$ cat src/rtl/iir_pkg.sv
`timescale 1ns / 1ps
// ----------------------------------------------------------------------------
// iir_pkg: shared types, constants and arithmetic helpers
// Widths of the biquad datapath, register indexes, the request and result
// payloads, and the command and status groups between controller and datapath.
// ----------------------------------------------------------------------------
package iir_pkg;

  // Field and arithmetic widths.
  localparam int FILTER_ORDER   = 2;
  localparam int SAMPLE_BITS    = 16;
  localparam int COEF_BITS      = 18;
  localparam int COEF_FRAC_BITS = 16;
  localparam int DELAY_BITS     = 40;
  localparam int PROD_BITS      = COEF_BITS + SAMPLE_BITS;
  localparam int ACC_BITS       = DELAY_BITS + 2;
  localparam int DIFF_BITS      = DELAY_BITS + 3;
  localparam int CFG_INDEX_BITS = 3;

  // Configuration register indexes.
  localparam logic [CFG_INDEX_BITS-1:0] REG_B0     = 3'd0;
  localparam logic [CFG_INDEX_BITS-1:0] REG_B1     = 3'd1;
  localparam logic [CFG_INDEX_BITS-1:0] REG_B2     = 3'd2;
  localparam logic [CFG_INDEX_BITS-1:0] REG_A1     = 3'd3;
  localparam logic [CFG_INDEX_BITS-1:0] REG_A2     = 3'd4;
  localparam logic [CFG_INDEX_BITS-1:0] REG_BYPASS = 3'd5;

  // Reset value of b0 is unity gain.
  localparam logic signed [COEF_BITS-1:0] COEF_ONE =
    {{(COEF_BITS-COEF_FRAC_BITS-1){1'b0}}, 1'b1, {COEF_FRAC_BITS{1'b0}}};

  // Rounding offset and saturation limits at accumulator width.
  localparam logic signed [ACC_BITS-1:0] ACC_ROUND =
    {{(ACC_BITS-COEF_FRAC_BITS){1'b0}}, 1'b1, {(COEF_FRAC_BITS-1){1'b0}}};
  localparam logic signed [ACC_BITS-1:0] ACC_Y_MAX =
    {{(ACC_BITS-SAMPLE_BITS+1){1'b0}}, {(SAMPLE_BITS-1){1'b1}}};
  localparam logic signed [ACC_BITS-1:0] ACC_Y_MIN =
    {{(ACC_BITS-SAMPLE_BITS+1){1'b1}}, {(SAMPLE_BITS-1){1'b0}}};
  localparam logic signed [DIFF_BITS-1:0] DIFF_D_MAX =
    {{(DIFF_BITS-DELAY_BITS+1){1'b0}}, {(DELAY_BITS-1){1'b1}}};
  localparam logic signed [DIFF_BITS-1:0] DIFF_D_MIN =
    {{(DIFF_BITS-DELAY_BITS+1){1'b1}}, {(DELAY_BITS-1){1'b0}}};

  // Request and result payloads.
  typedef struct packed {
    logic signed [SAMPLE_BITS-1:0] sample_in;
    logic                          restart;
  } in_req_t;

  typedef struct packed {
    logic signed [SAMPLE_BITS-1:0] sample_out;
    logic                          clipped;
  } out_res_t;

  // One command per datapath step; at most one is active in a cycle.
  typedef struct packed {
    logic start;    // take a request, form b0*x
    logic do_acc;   // acc = d1 + b0*x, form b1*x
    logic do_y;     // round and saturate y, acc = d2 + b1*x, form b2*x
    logic do_b2;    // park b2*x in d2, form a1*y
    logic do_d1;    // d1 = acc - a1*y, form a2*y
    logic do_d2;    // d2 = b2*x - a2*y, load the result
  } iir_cmd_t;

  typedef struct packed {
    logic bypass;   // bypass register is set
    logic out_free; // output register can take a result this cycle
  } iir_sts_t;

  typedef struct packed {
    logic signed [SAMPLE_BITS-1:0] y;
    logic                          clip;
  } iir_round_t;

  // Round half up to sample width, then saturate.
  function automatic iir_round_t round_sat_sample(input logic signed [ACC_BITS-1:0] acc);
    logic signed [ACC_BITS-1:0] q;
    iir_round_t                 r;
    q = (acc + ACC_ROUND) >>> COEF_FRAC_BITS;
    if (q > ACC_Y_MAX) begin
      r.y    = ACC_Y_MAX[SAMPLE_BITS-1:0];
      r.clip = 1'b1;
    end else if (q < ACC_Y_MIN) begin
      r.y    = ACC_Y_MIN[SAMPLE_BITS-1:0];
      r.clip = 1'b1;
    end else begin
      r.y    = q[SAMPLE_BITS-1:0];
      r.clip = 1'b0;
    end
    return r;
  endfunction

  // Saturate a delay update to the delay register width.
  function automatic logic signed [DELAY_BITS-1:0] sat_delay(
    input logic signed [DIFF_BITS-1:0] v);
    logic signed [DELAY_BITS-1:0] r;
    if (v > DIFF_D_MAX) begin
      r = DIFF_D_MAX[DELAY_BITS-1:0];
    end else if (v < DIFF_D_MIN) begin
      r = DIFF_D_MIN[DELAY_BITS-1:0];
    end else begin
      r = v[DELAY_BITS-1:0];
    end
    return r;
  endfunction

endpackage

$ cat src/rtl/iir_ctrl.sv
`timescale 1ns / 1ps
// ----------------------------------------------------------------------------
// iir_ctrl: sequencing state machine
// Walks one request through the five steps of the shared multiply-accumulate
// datapath and issues one command per cycle while busy, holding the last step until the output register is free.
// ----------------------------------------------------------------------------
module iir_ctrl (
  input  logic              clk,
  input  logic              rst_n,
  input  logic              in_valid,
  output logic              in_stall,
  input  iir_pkg::iir_sts_t sts,
  output iir_pkg::iir_cmd_t cmd,
  output logic              idle
);

  typedef enum logic [5:0] {
    ST_IDLE = 6'b000001,
    ST_ACC  = 6'b000010,
    ST_Y    = 6'b000100,
    ST_B2   = 6'b001000,
    ST_D1   = 6'b010000,
    ST_D2   = 6'b100000
  } iir_state_t;

  iir_state_t state_r;
  iir_state_t state_nxt;
  logic       accept;

  // A bypassed request writes the output register at once, so it needs room.
  assign idle     = (state_r == ST_IDLE);
  assign in_stall = !idle || (sts.bypass && !sts.out_free);
  assign accept   = in_valid && !in_stall;

  // Next state and commands.
  always_comb begin
    state_nxt = state_r;
    cmd       = '0;
    case (state_r)
      ST_IDLE: begin
        cmd.start = accept;
        if (accept && !sts.bypass) begin
          state_nxt = ST_ACC;
        end
      end
      ST_ACC: begin
        cmd.do_acc = 1'b1;
        state_nxt  = ST_Y;
      end
      ST_Y: begin
        cmd.do_y  = 1'b1;
        state_nxt = ST_B2;
      end
      ST_B2: begin
        cmd.do_b2 = 1'b1;
        state_nxt = ST_D1;
      end
      ST_D1: begin
        cmd.do_d1 = 1'b1;
        state_nxt = ST_D2;
      end
      ST_D2: begin
        // Wait here until the previous result has been taken.
        cmd.do_d2 = sts.out_free;
        if (sts.out_free) begin
          state_nxt = ST_IDLE;
        end
      end
      default: begin
        state_nxt = ST_IDLE;
      end
    endcase
  end

  // State register.
  always_ff @(posedge clk) begin
    if (!rst_n) begin
      state_r <= ST_IDLE;
    end else begin
      state_r <= state_nxt;
    end
  end

endmodule

$ cat src/rtl/iir_dp.sv
`timescale 1ns / 1ps
// ----------------------------------------------------------------------------
// iir_dp: biquad datapath
// Coefficient registers, one shared 18x16 multiplier with a product register,
// the accumulator, the two delay registers and the output register.
// ----------------------------------------------------------------------------
module iir_dp (
  input  logic                                 clk,
  input  logic                                 rst_n,
  input  iir_pkg::in_req_t                     in_data,
  output logic                                 out_valid,
  input  logic                                 out_stall,
  output iir_pkg::out_res_t                    out_data,
  input  logic                                 cfg_we,
  input  logic [iir_pkg::CFG_INDEX_BITS-1:0]   cfg_index,
  input  logic [iir_pkg::COEF_BITS-1:0]        cfg_wdata,
  input  iir_pkg::iir_cmd_t                    cmd,
  output iir_pkg::iir_sts_t                    sts
);

  // Configuration registers.
  logic signed [iir_pkg::COEF_BITS-1:0] b0_r, b1_r, b2_r, a1_r, a2_r;
  logic                                 bypass_r;

  // Working registers.
  logic signed [iir_pkg::SAMPLE_BITS-1:0] x_r;
  logic signed [iir_pkg::PROD_BITS-1:0]   p_r;
  logic signed [iir_pkg::ACC_BITS-1:0]    acc_r;
  logic signed [iir_pkg::SAMPLE_BITS-1:0] y_r;
  logic                                   clip_r;
  logic signed [iir_pkg::DELAY_BITS-1:0]  d1_r;
  logic signed [iir_pkg::DELAY_BITS-1:0]  d2_r;
  logic                                   out_valid_r;
  iir_pkg::out_res_t                      out_data_r;

  logic signed [iir_pkg::COEF_BITS-1:0]   mul_a;
  logic signed [iir_pkg::SAMPLE_BITS-1:0] mul_b;
  logic signed [iir_pkg::PROD_BITS-1:0]   prod;
  iir_pkg::iir_round_t                    rnd;
  logic signed [iir_pkg::DIFF_BITS-1:0]   d1_diff;
  logic signed [iir_pkg::DIFF_BITS-1:0]   d2_diff;
  logic                                   load_out;

  assign sts.bypass   = bypass_r;
  assign sts.out_free = !out_valid_r || !out_stall;
  assign out_valid    = out_valid_r;
  assign out_data     = out_data_r;

  // Configuration writes; indexes past the list are ignored.
  always_ff @(posedge clk) begin
    if (!rst_n) begin
      b0_r     <= iir_pkg::COEF_ONE;
      b1_r     <= '0;
      b2_r     <= '0;
      a1_r     <= '0;
      a2_r     <= '0;
      bypass_r <= 1'b0;
    end else if (cfg_we) begin
      case (cfg_index)
        iir_pkg::REG_B0:     b0_r     <= cfg_wdata;
        iir_pkg::REG_B1:     b1_r     <= cfg_wdata;
        iir_pkg::REG_B2:     b2_r     <= cfg_wdata;
        iir_pkg::REG_A1:     a1_r     <= cfg_wdata;
        iir_pkg::REG_A2:     a2_r     <= cfg_wdata;
        iir_pkg::REG_BYPASS: bypass_r <= cfg_wdata[0];
        default: ;
      endcase
    end
  end

  // Operand selection for the shared multiplier.
  always_comb begin
    mul_a = b0_r;
    mul_b = in_data.sample_in;
    if (cmd.do_acc) begin
      mul_a = b1_r;
      mul_b = x_r;
    end else if (cmd.do_y) begin
      mul_a = b2_r;
      mul_b = x_r;
    end else if (cmd.do_b2) begin
      mul_a = a1_r;
      mul_b = y_r;
    end else if (cmd.do_d1) begin
      mul_a = a2_r;
      mul_b = y_r;
    end
  end

  assign prod = mul_a * mul_b;
  assign rnd  = iir_pkg::round_sat_sample(acc_r);

  // Delay updates at full width before saturation.
  assign d1_diff = iir_pkg::DIFF_BITS'(acc_r) - iir_pkg::DIFF_BITS'(p_r);
  assign d2_diff = iir_pkg::DIFF_BITS'(d2_r) - iir_pkg::DIFF_BITS'(p_r);

  // Product, accumulator and sample registers.
  always_ff @(posedge clk) begin
    if (cmd.start || cmd.do_acc || cmd.do_y || cmd.do_b2 || cmd.do_d1) begin
      p_r <= prod;
    end
    if (cmd.start) begin
      x_r <= in_data.sample_in;
    end
    if (cmd.do_acc) begin
      acc_r <= iir_pkg::ACC_BITS'(d1_r) + iir_pkg::ACC_BITS'(p_r);
    end
    if (cmd.do_y) begin
      y_r    <= rnd.y;
      clip_r <= rnd.clip;
      if (iir_pkg::FILTER_ORDER >= 2) begin
        acc_r <= iir_pkg::ACC_BITS'(d2_r) + iir_pkg::ACC_BITS'(p_r);
      end else begin
        acc_r <= iir_pkg::ACC_BITS'(p_r);
      end
    end
  end

  // Delay registers; a restart request clears both.
  always_ff @(posedge clk) begin
    if (!rst_n) begin
      d1_r <= '0;
      d2_r <= '0;
    end else begin
      if (cmd.start && in_data.restart) begin
        d1_r <= '0;
        d2_r <= '0;
      end
      if (cmd.do_d1) begin
        d1_r <= iir_pkg::sat_delay(d1_diff);
      end
      if (iir_pkg::FILTER_ORDER >= 2) begin
        if (cmd.do_b2) begin
          d2_r <= iir_pkg::DELAY_BITS'(p_r);
        end
        if (cmd.do_d2) begin
          d2_r <= iir_pkg::sat_delay(d2_diff);
        end
      end
    end
  end

  // Output register: bypassed samples load on accept, filtered ones at the end.
  assign load_out = (cmd.start && bypass_r) || cmd.do_d2;

  always_ff @(posedge clk) begin
    if (!rst_n) begin
      out_valid_r <= 1'b0;
    end else if (load_out) begin
      out_valid_r <= 1'b1;
    end else if (!out_stall) begin
      out_valid_r <= 1'b0;
    end
  end

  always_ff @(posedge clk) begin
    if (cmd.start && bypass_r) begin
      out_data_r.sample_out <= in_data.sample_in;
      out_data_r.clipped    <= 1'b0;
    end else if (cmd.do_d2) begin
      out_data_r.sample_out <= y_r;
      out_data_r.clipped    <= clip_r;
    end
  end

endmodule

$ cat src/rtl/iir_df2t_filter_top.sv
`timescale 1ns / 1ps
// ----------------------------------------------------------------------------
// iir_df2t_filter_top: second-order IIR section, transposed direct form II
// One sample in, one rounded and saturated sample out, with two 40-bit delays
// updated through a single shared multiply-accumulate datapath.
// ----------------------------------------------------------------------------
//
//   Channel | Ports                             | Moves
//   --------+-----------------------------------+---------------------------
//   input   | in_valid, in_stall, in_data       | sample_in, restart
//   result  | out_valid, out_stall, out_data    | sample_out, clipped
//   config  | cfg_we, cfg_index, cfg_wdata      | coefficients, bypass
//
// A filtered request runs through the accept cycle and five steps of the
// shared 18x16 multiplier and accumulator, which forms the five products in turn.
// A bypassed request appears on the output in the cycle after it is accepted.
// Reset is synchronous; it restores the coefficients and clears both delays.
// The output register lets a new request start while a result waits; the
// last step holds while out_stall keeps the previous result in place.
// ----------------------------------------------------------------------------
module iir_df2t_filter_top (
  input  logic                               clk,
  input  logic                               rst_n,
  input  logic                               in_valid,
  output logic                               in_stall,
  input  iir_pkg::in_req_t                   in_data,
  output logic                               out_valid,
  input  logic                               out_stall,
  output iir_pkg::out_res_t                  out_data,
  input  logic                               cfg_we,
  input  logic [iir_pkg::CFG_INDEX_BITS-1:0] cfg_index,
  input  logic [iir_pkg::COEF_BITS-1:0]      cfg_wdata
);

  iir_pkg::iir_cmd_t cmd;
  iir_pkg::iir_sts_t sts;
  logic              idle;

  // Sequencer.
  iir_ctrl u_ctrl (
    .clk      (clk),
    .rst_n    (rst_n),
    .in_valid (in_valid),
    .in_stall (in_stall),
    .sts      (sts),
    .cmd      (cmd),
    .idle     (idle)
  );

  // Arithmetic and storage.
  iir_dp u_dp (
    .clk       (clk),
    .rst_n     (rst_n),
    .in_data   (in_data),
    .out_valid (out_valid),
    .out_stall (out_stall),
    .out_data  (out_data),
    .cfg_we    (cfg_we),
    .cfg_index (cfg_index),
    .cfg_wdata (cfg_wdata),
    .cmd       (cmd),
    .sts       (sts)
  );

  // The sequencer never issues two datapath steps in one cycle.
  assert property (@(posedge clk) disable iff (!rst_n)
    $onehot0(cmd))
    else $error("more than one datapath command active");

  // A filtered request keeps the input stalled on the following cycle.
  assert property (@(posedge clk) disable iff (!rst_n)
    (in_valid && !in_stall && !sts.bypass) |=> (in_stall && !idle))
    else $error("input not stalled while a request is in work");

  // A bypassed request appears on the output next cycle, never marked clipped.
  assert property (@(posedge clk) disable iff (!rst_n)
    (in_valid && !in_stall && sts.bypass) |=> (out_valid && !out_data.clipped))
    else $error("bypassed request did not reach the output");

  // The last step always leaves a result in the output register.
  assert property (@(posedge clk) disable iff (!rst_n)
    cmd.do_d2 |=> (out_valid && idle))
    else $error("filtered result not loaded");

endmodule

$ cat config.mk
export PLATFORM = sky130hd
export DESIGN_NAME = iir_df2t_filter_top
export DESIGN_NICKNAME = d
export VERILOG_FILES = /design/src/rtl/iir_pkg.sv /design/src/rtl/iir_ctrl.sv /design/src/rtl/iir_dp.sv /design/src/rtl/iir_df2t_filter_top.sv
export SDC_FILE = /design/constraint.sdc
export NUM_CORES = 2
export LEC_CHECK = 0
export BUFFER_PORTS_ARGS = -buffer_cell sky130_fd_sc_hd__buf_2
export CORE_MARGIN = 5
export CORE_UTILIZATION = 45
export CTS_CLUSTER_DIAMETER = 150
export DETAILED_ROUTE_END_ITERATION = 10
export PLACE_DENSITY = 0.64
export SYNTH_ARGS = -nofsm -noshare
export SYNTH_HDL_FRONTEND = slang
export SYNTH_SLANG_ARGS = --single-unit
$ cat constraint.sdc
create_clock -name clk -period 12.5 [get_ports clk]
set_clock_uncertainty 0.15 [all_clocks]
set_input_delay 1.25 -clock clk [delete_from_list [all_inputs] [get_ports clk]]
set_output_delay 1.25 -clock clk [all_outputs]
set_load 0.005 [all_outputs]
==> metrics.csv <==
metric,value,unit
synth-compound-area-share,17.9,%
ant_nets,0,
cts_root_buf,clkbuf_16,
status,finished clean,
wl_met1,39300,µm
holdWs,294,ps
clockBufferDepth,3,
post_cts_buffers,0,
synthFlopType,dfxtp_1,
hold_path.class,flop to flop,
pre_cts_slack,2560,ps
grt_overflow,0,
yosys.area_share.adder,28.2,%
clock-sinks,303,
min_period,10090,ps
antenna_cells,0,
syn2layout_area_growth,7.49,%
via_count,24900,
synthCells,3619,
path_clk_slew,50,ps
clock_latency,560,ps
p_leak,14.7,nW
worst_setup_path_end_kind,flop,
dr_wl_met2,38300,µm
grt_pass1_vias,24600,
htree_num_levels,2,
yosysSeqAreaShare,24.3,%
startpoint_type,flop,
synth_xor_area_share,4.61,%
drcViolationCount,0,
timing.final.crit_share,80.7,%
numCtsBuffers,37,
hold_buffers,0,
powerDensity,172,nW/µm²
route.met3.wl,5890,µm
worstPathRequired,12630,ps
slowest_stage,nor3b_4,
synthSimpleGateAreaFrac,17.3,%
synthTopCellsByArea,"fa_1 20%, edfxtp_1 12%, dfxtp_1 12%",
slew_violations,0,
maxSlewHeadroom,20.6,%
path_common_cell,fa_1,
placedCellCount,4437,
fmax,0.0991,GHz
final_common_cell,nand2_1,
fin_cells,4499,
layout_common_cells,"714 x nand2_1, 447 x inv_1, 293 x fa_1",
floorplan.rows,94,
tritoncts,built,
die_height,268,µm
grt_pass1_wl,137000,µm
crit_type,flop to flop,
rsz0062_at_grt,no,
grt_usage,24.1,%
final_core_util,48.9,%
top_layer_used,met4,
synth_async_sr_flop_share,0,%
port_buffers,61,
crit_arrival,10220,ps
synth_area,30000,µm²
post_drt_wl_per_cell,19.2,µm
setup_viol,0,
path_max_fanout,20,
ys_types,80,
cts_resized,0,
drv_cap,0,
dr.pass1.iters,5,
coreArea,66000,µm²
max_stage_delay,920,ps
grt_max_degree,102,
dp_hpwl,65700,µm
io-pin-count,62,
muxShareOfSynthArea,0.133,%
yosysTopAreaCell,fa_1,
synth_nets,4163,
routed_wl,86400,µm
start_util,45.5,%
drtIter0Drc,2093,
ys_ff_latch,303,
drive_gt1_share,4.81,%
fin_ws,2410,ps
die_w,268,µm
vias_per_cell,5.54,
worst_pin_slew,1190,ps
routabilityCongestion,0.936,
yosys_warnings,0,
die_area,72000,µm²
syn_area_per_cell,8.30,µm²
synth_top_family_by_area,adder cells,
synth_top_area_share,19.5,%
synth_edf_count,124,
setup_tns,0,ps
hold_viol_final,0,
final_nets,4156,
antenna_found_initial,2,
vdd_drop_max,0.000132,V
==> through the flow <==
stage / cell area (µm²) / total power (W)
floorplan: 30000 / 0.00371
detailed placement: 31100 / 0.00448
global route: 32300 / 0.00604
CTS: 32300 / 0.00555
finish: 32300 / 0.00555
global placement: 31100 / 0.00446
==> state kept, by name, indices dropped and copies added, names as in the netlist <==
register,count
u_dp.out_data,17
u_dp.bypass_r,1
u_dp.b1_r,18
u_dp.acc_r,41
u_dp.a2_r,18
u_dp.d2_r,40
u_dp.b0_r,18
u_dp.b2_r,18
u_ctrl.state_r,6
u_dp.y_r,16
u_dp.clip_r,1
u_dp.a1_r,18
u_dp.out_valid,1
u_dp.x_r,16
u_dp.p_r,34
u_dp.d1_r,40
==> Yosys cell counts (all sizes together), types with 18 or more instances <==
| master | n |
|---|---|
| a31oi | 29 |
| xnor2 | 108 |
| fa | 293 |
| inv | 448 |
| edfxtp | 124 |
| nor2 | 275 |
| a211oi | 23 |
| buf | 18 |
| a221o | 27 |
| a21o | 98 |
| a21boi | 92 |
| nor3 | 32 |
| o21bai | 18 |
| nand2b | 29 |
| xor2 | 50 |
| nand2 | 715 |
| a21oi | 228 |
| o21a | 23 |
| nor2b | 28 |
| clkbuf | 123 |
| a311oi | 20 |
| nand4 | 21 |
| dfxtp | 179 |
| ha | 208 |
| nand3 | 51 |
| o21ai | 185 |
==> path summary, 6_finish.rpt <==
path                                   startpoint           end  slack [ps]  cells after the start
worst max-delay path            u_ctrl.state_r[5]  u_dp.p_r[28]        2410                     29
worst min-delay path                 u_dp.d2_r[0]  u_dp.d2_r[0]         290                      2
worst max register to register  u_ctrl.state_r[5]  u_dp.p_r[28]        2410                     29
worst min register to register       u_dp.d2_r[0]  u_dp.d2_r[0]         290                      2
==> worst max-delay path: cells and delay by family (launching register included) <==
family          cells  cell delay [ps]
simple gates        5             1880
compound gates     12             3380
xor+xnor            1               90
buf+inv             4              580
fa+ha+maj           7             3370
flops               1              330
==> kinds of logic (layout without fill, tap and decap cells) <==
group	Yosys count	in the layout
simple gates	1233	1233
compound gates	830	830
buf+inv	589	605
fa+ha+maj	502	502
flops	303	303
xor+xnor	158	158
mux	4	4
==> per-layer routing <==
metal	global-route usage (%)	vias to the layer above
met5	0	-
met4	7.35	0
met3	3.55	151
met2	38.4	758
met1	34.2	12000
li1	-	12000
==> power breakdown <==
part	internal [W]	switching (W)
clock network	0.000606	0.000441
registers	0.00120	0.0000743
logic	0.00126	0.00196
==> layout make-up <==
| cell class | count | area, µm² |
|---|---|---|
| clock buffer | 53 | 1020 |
| clock inverter | 9 | 110 |
| fill | 6450 | 33700 |
| inverter | 448 | 1680 |
| multi-input combinational | 2727 | 20500 |
| sequential | 303 | 7310 |
| tap | 864 | 1080 |
| timing repair buffer | 95 | 563 |
Power figures use the tool's default switching activity.
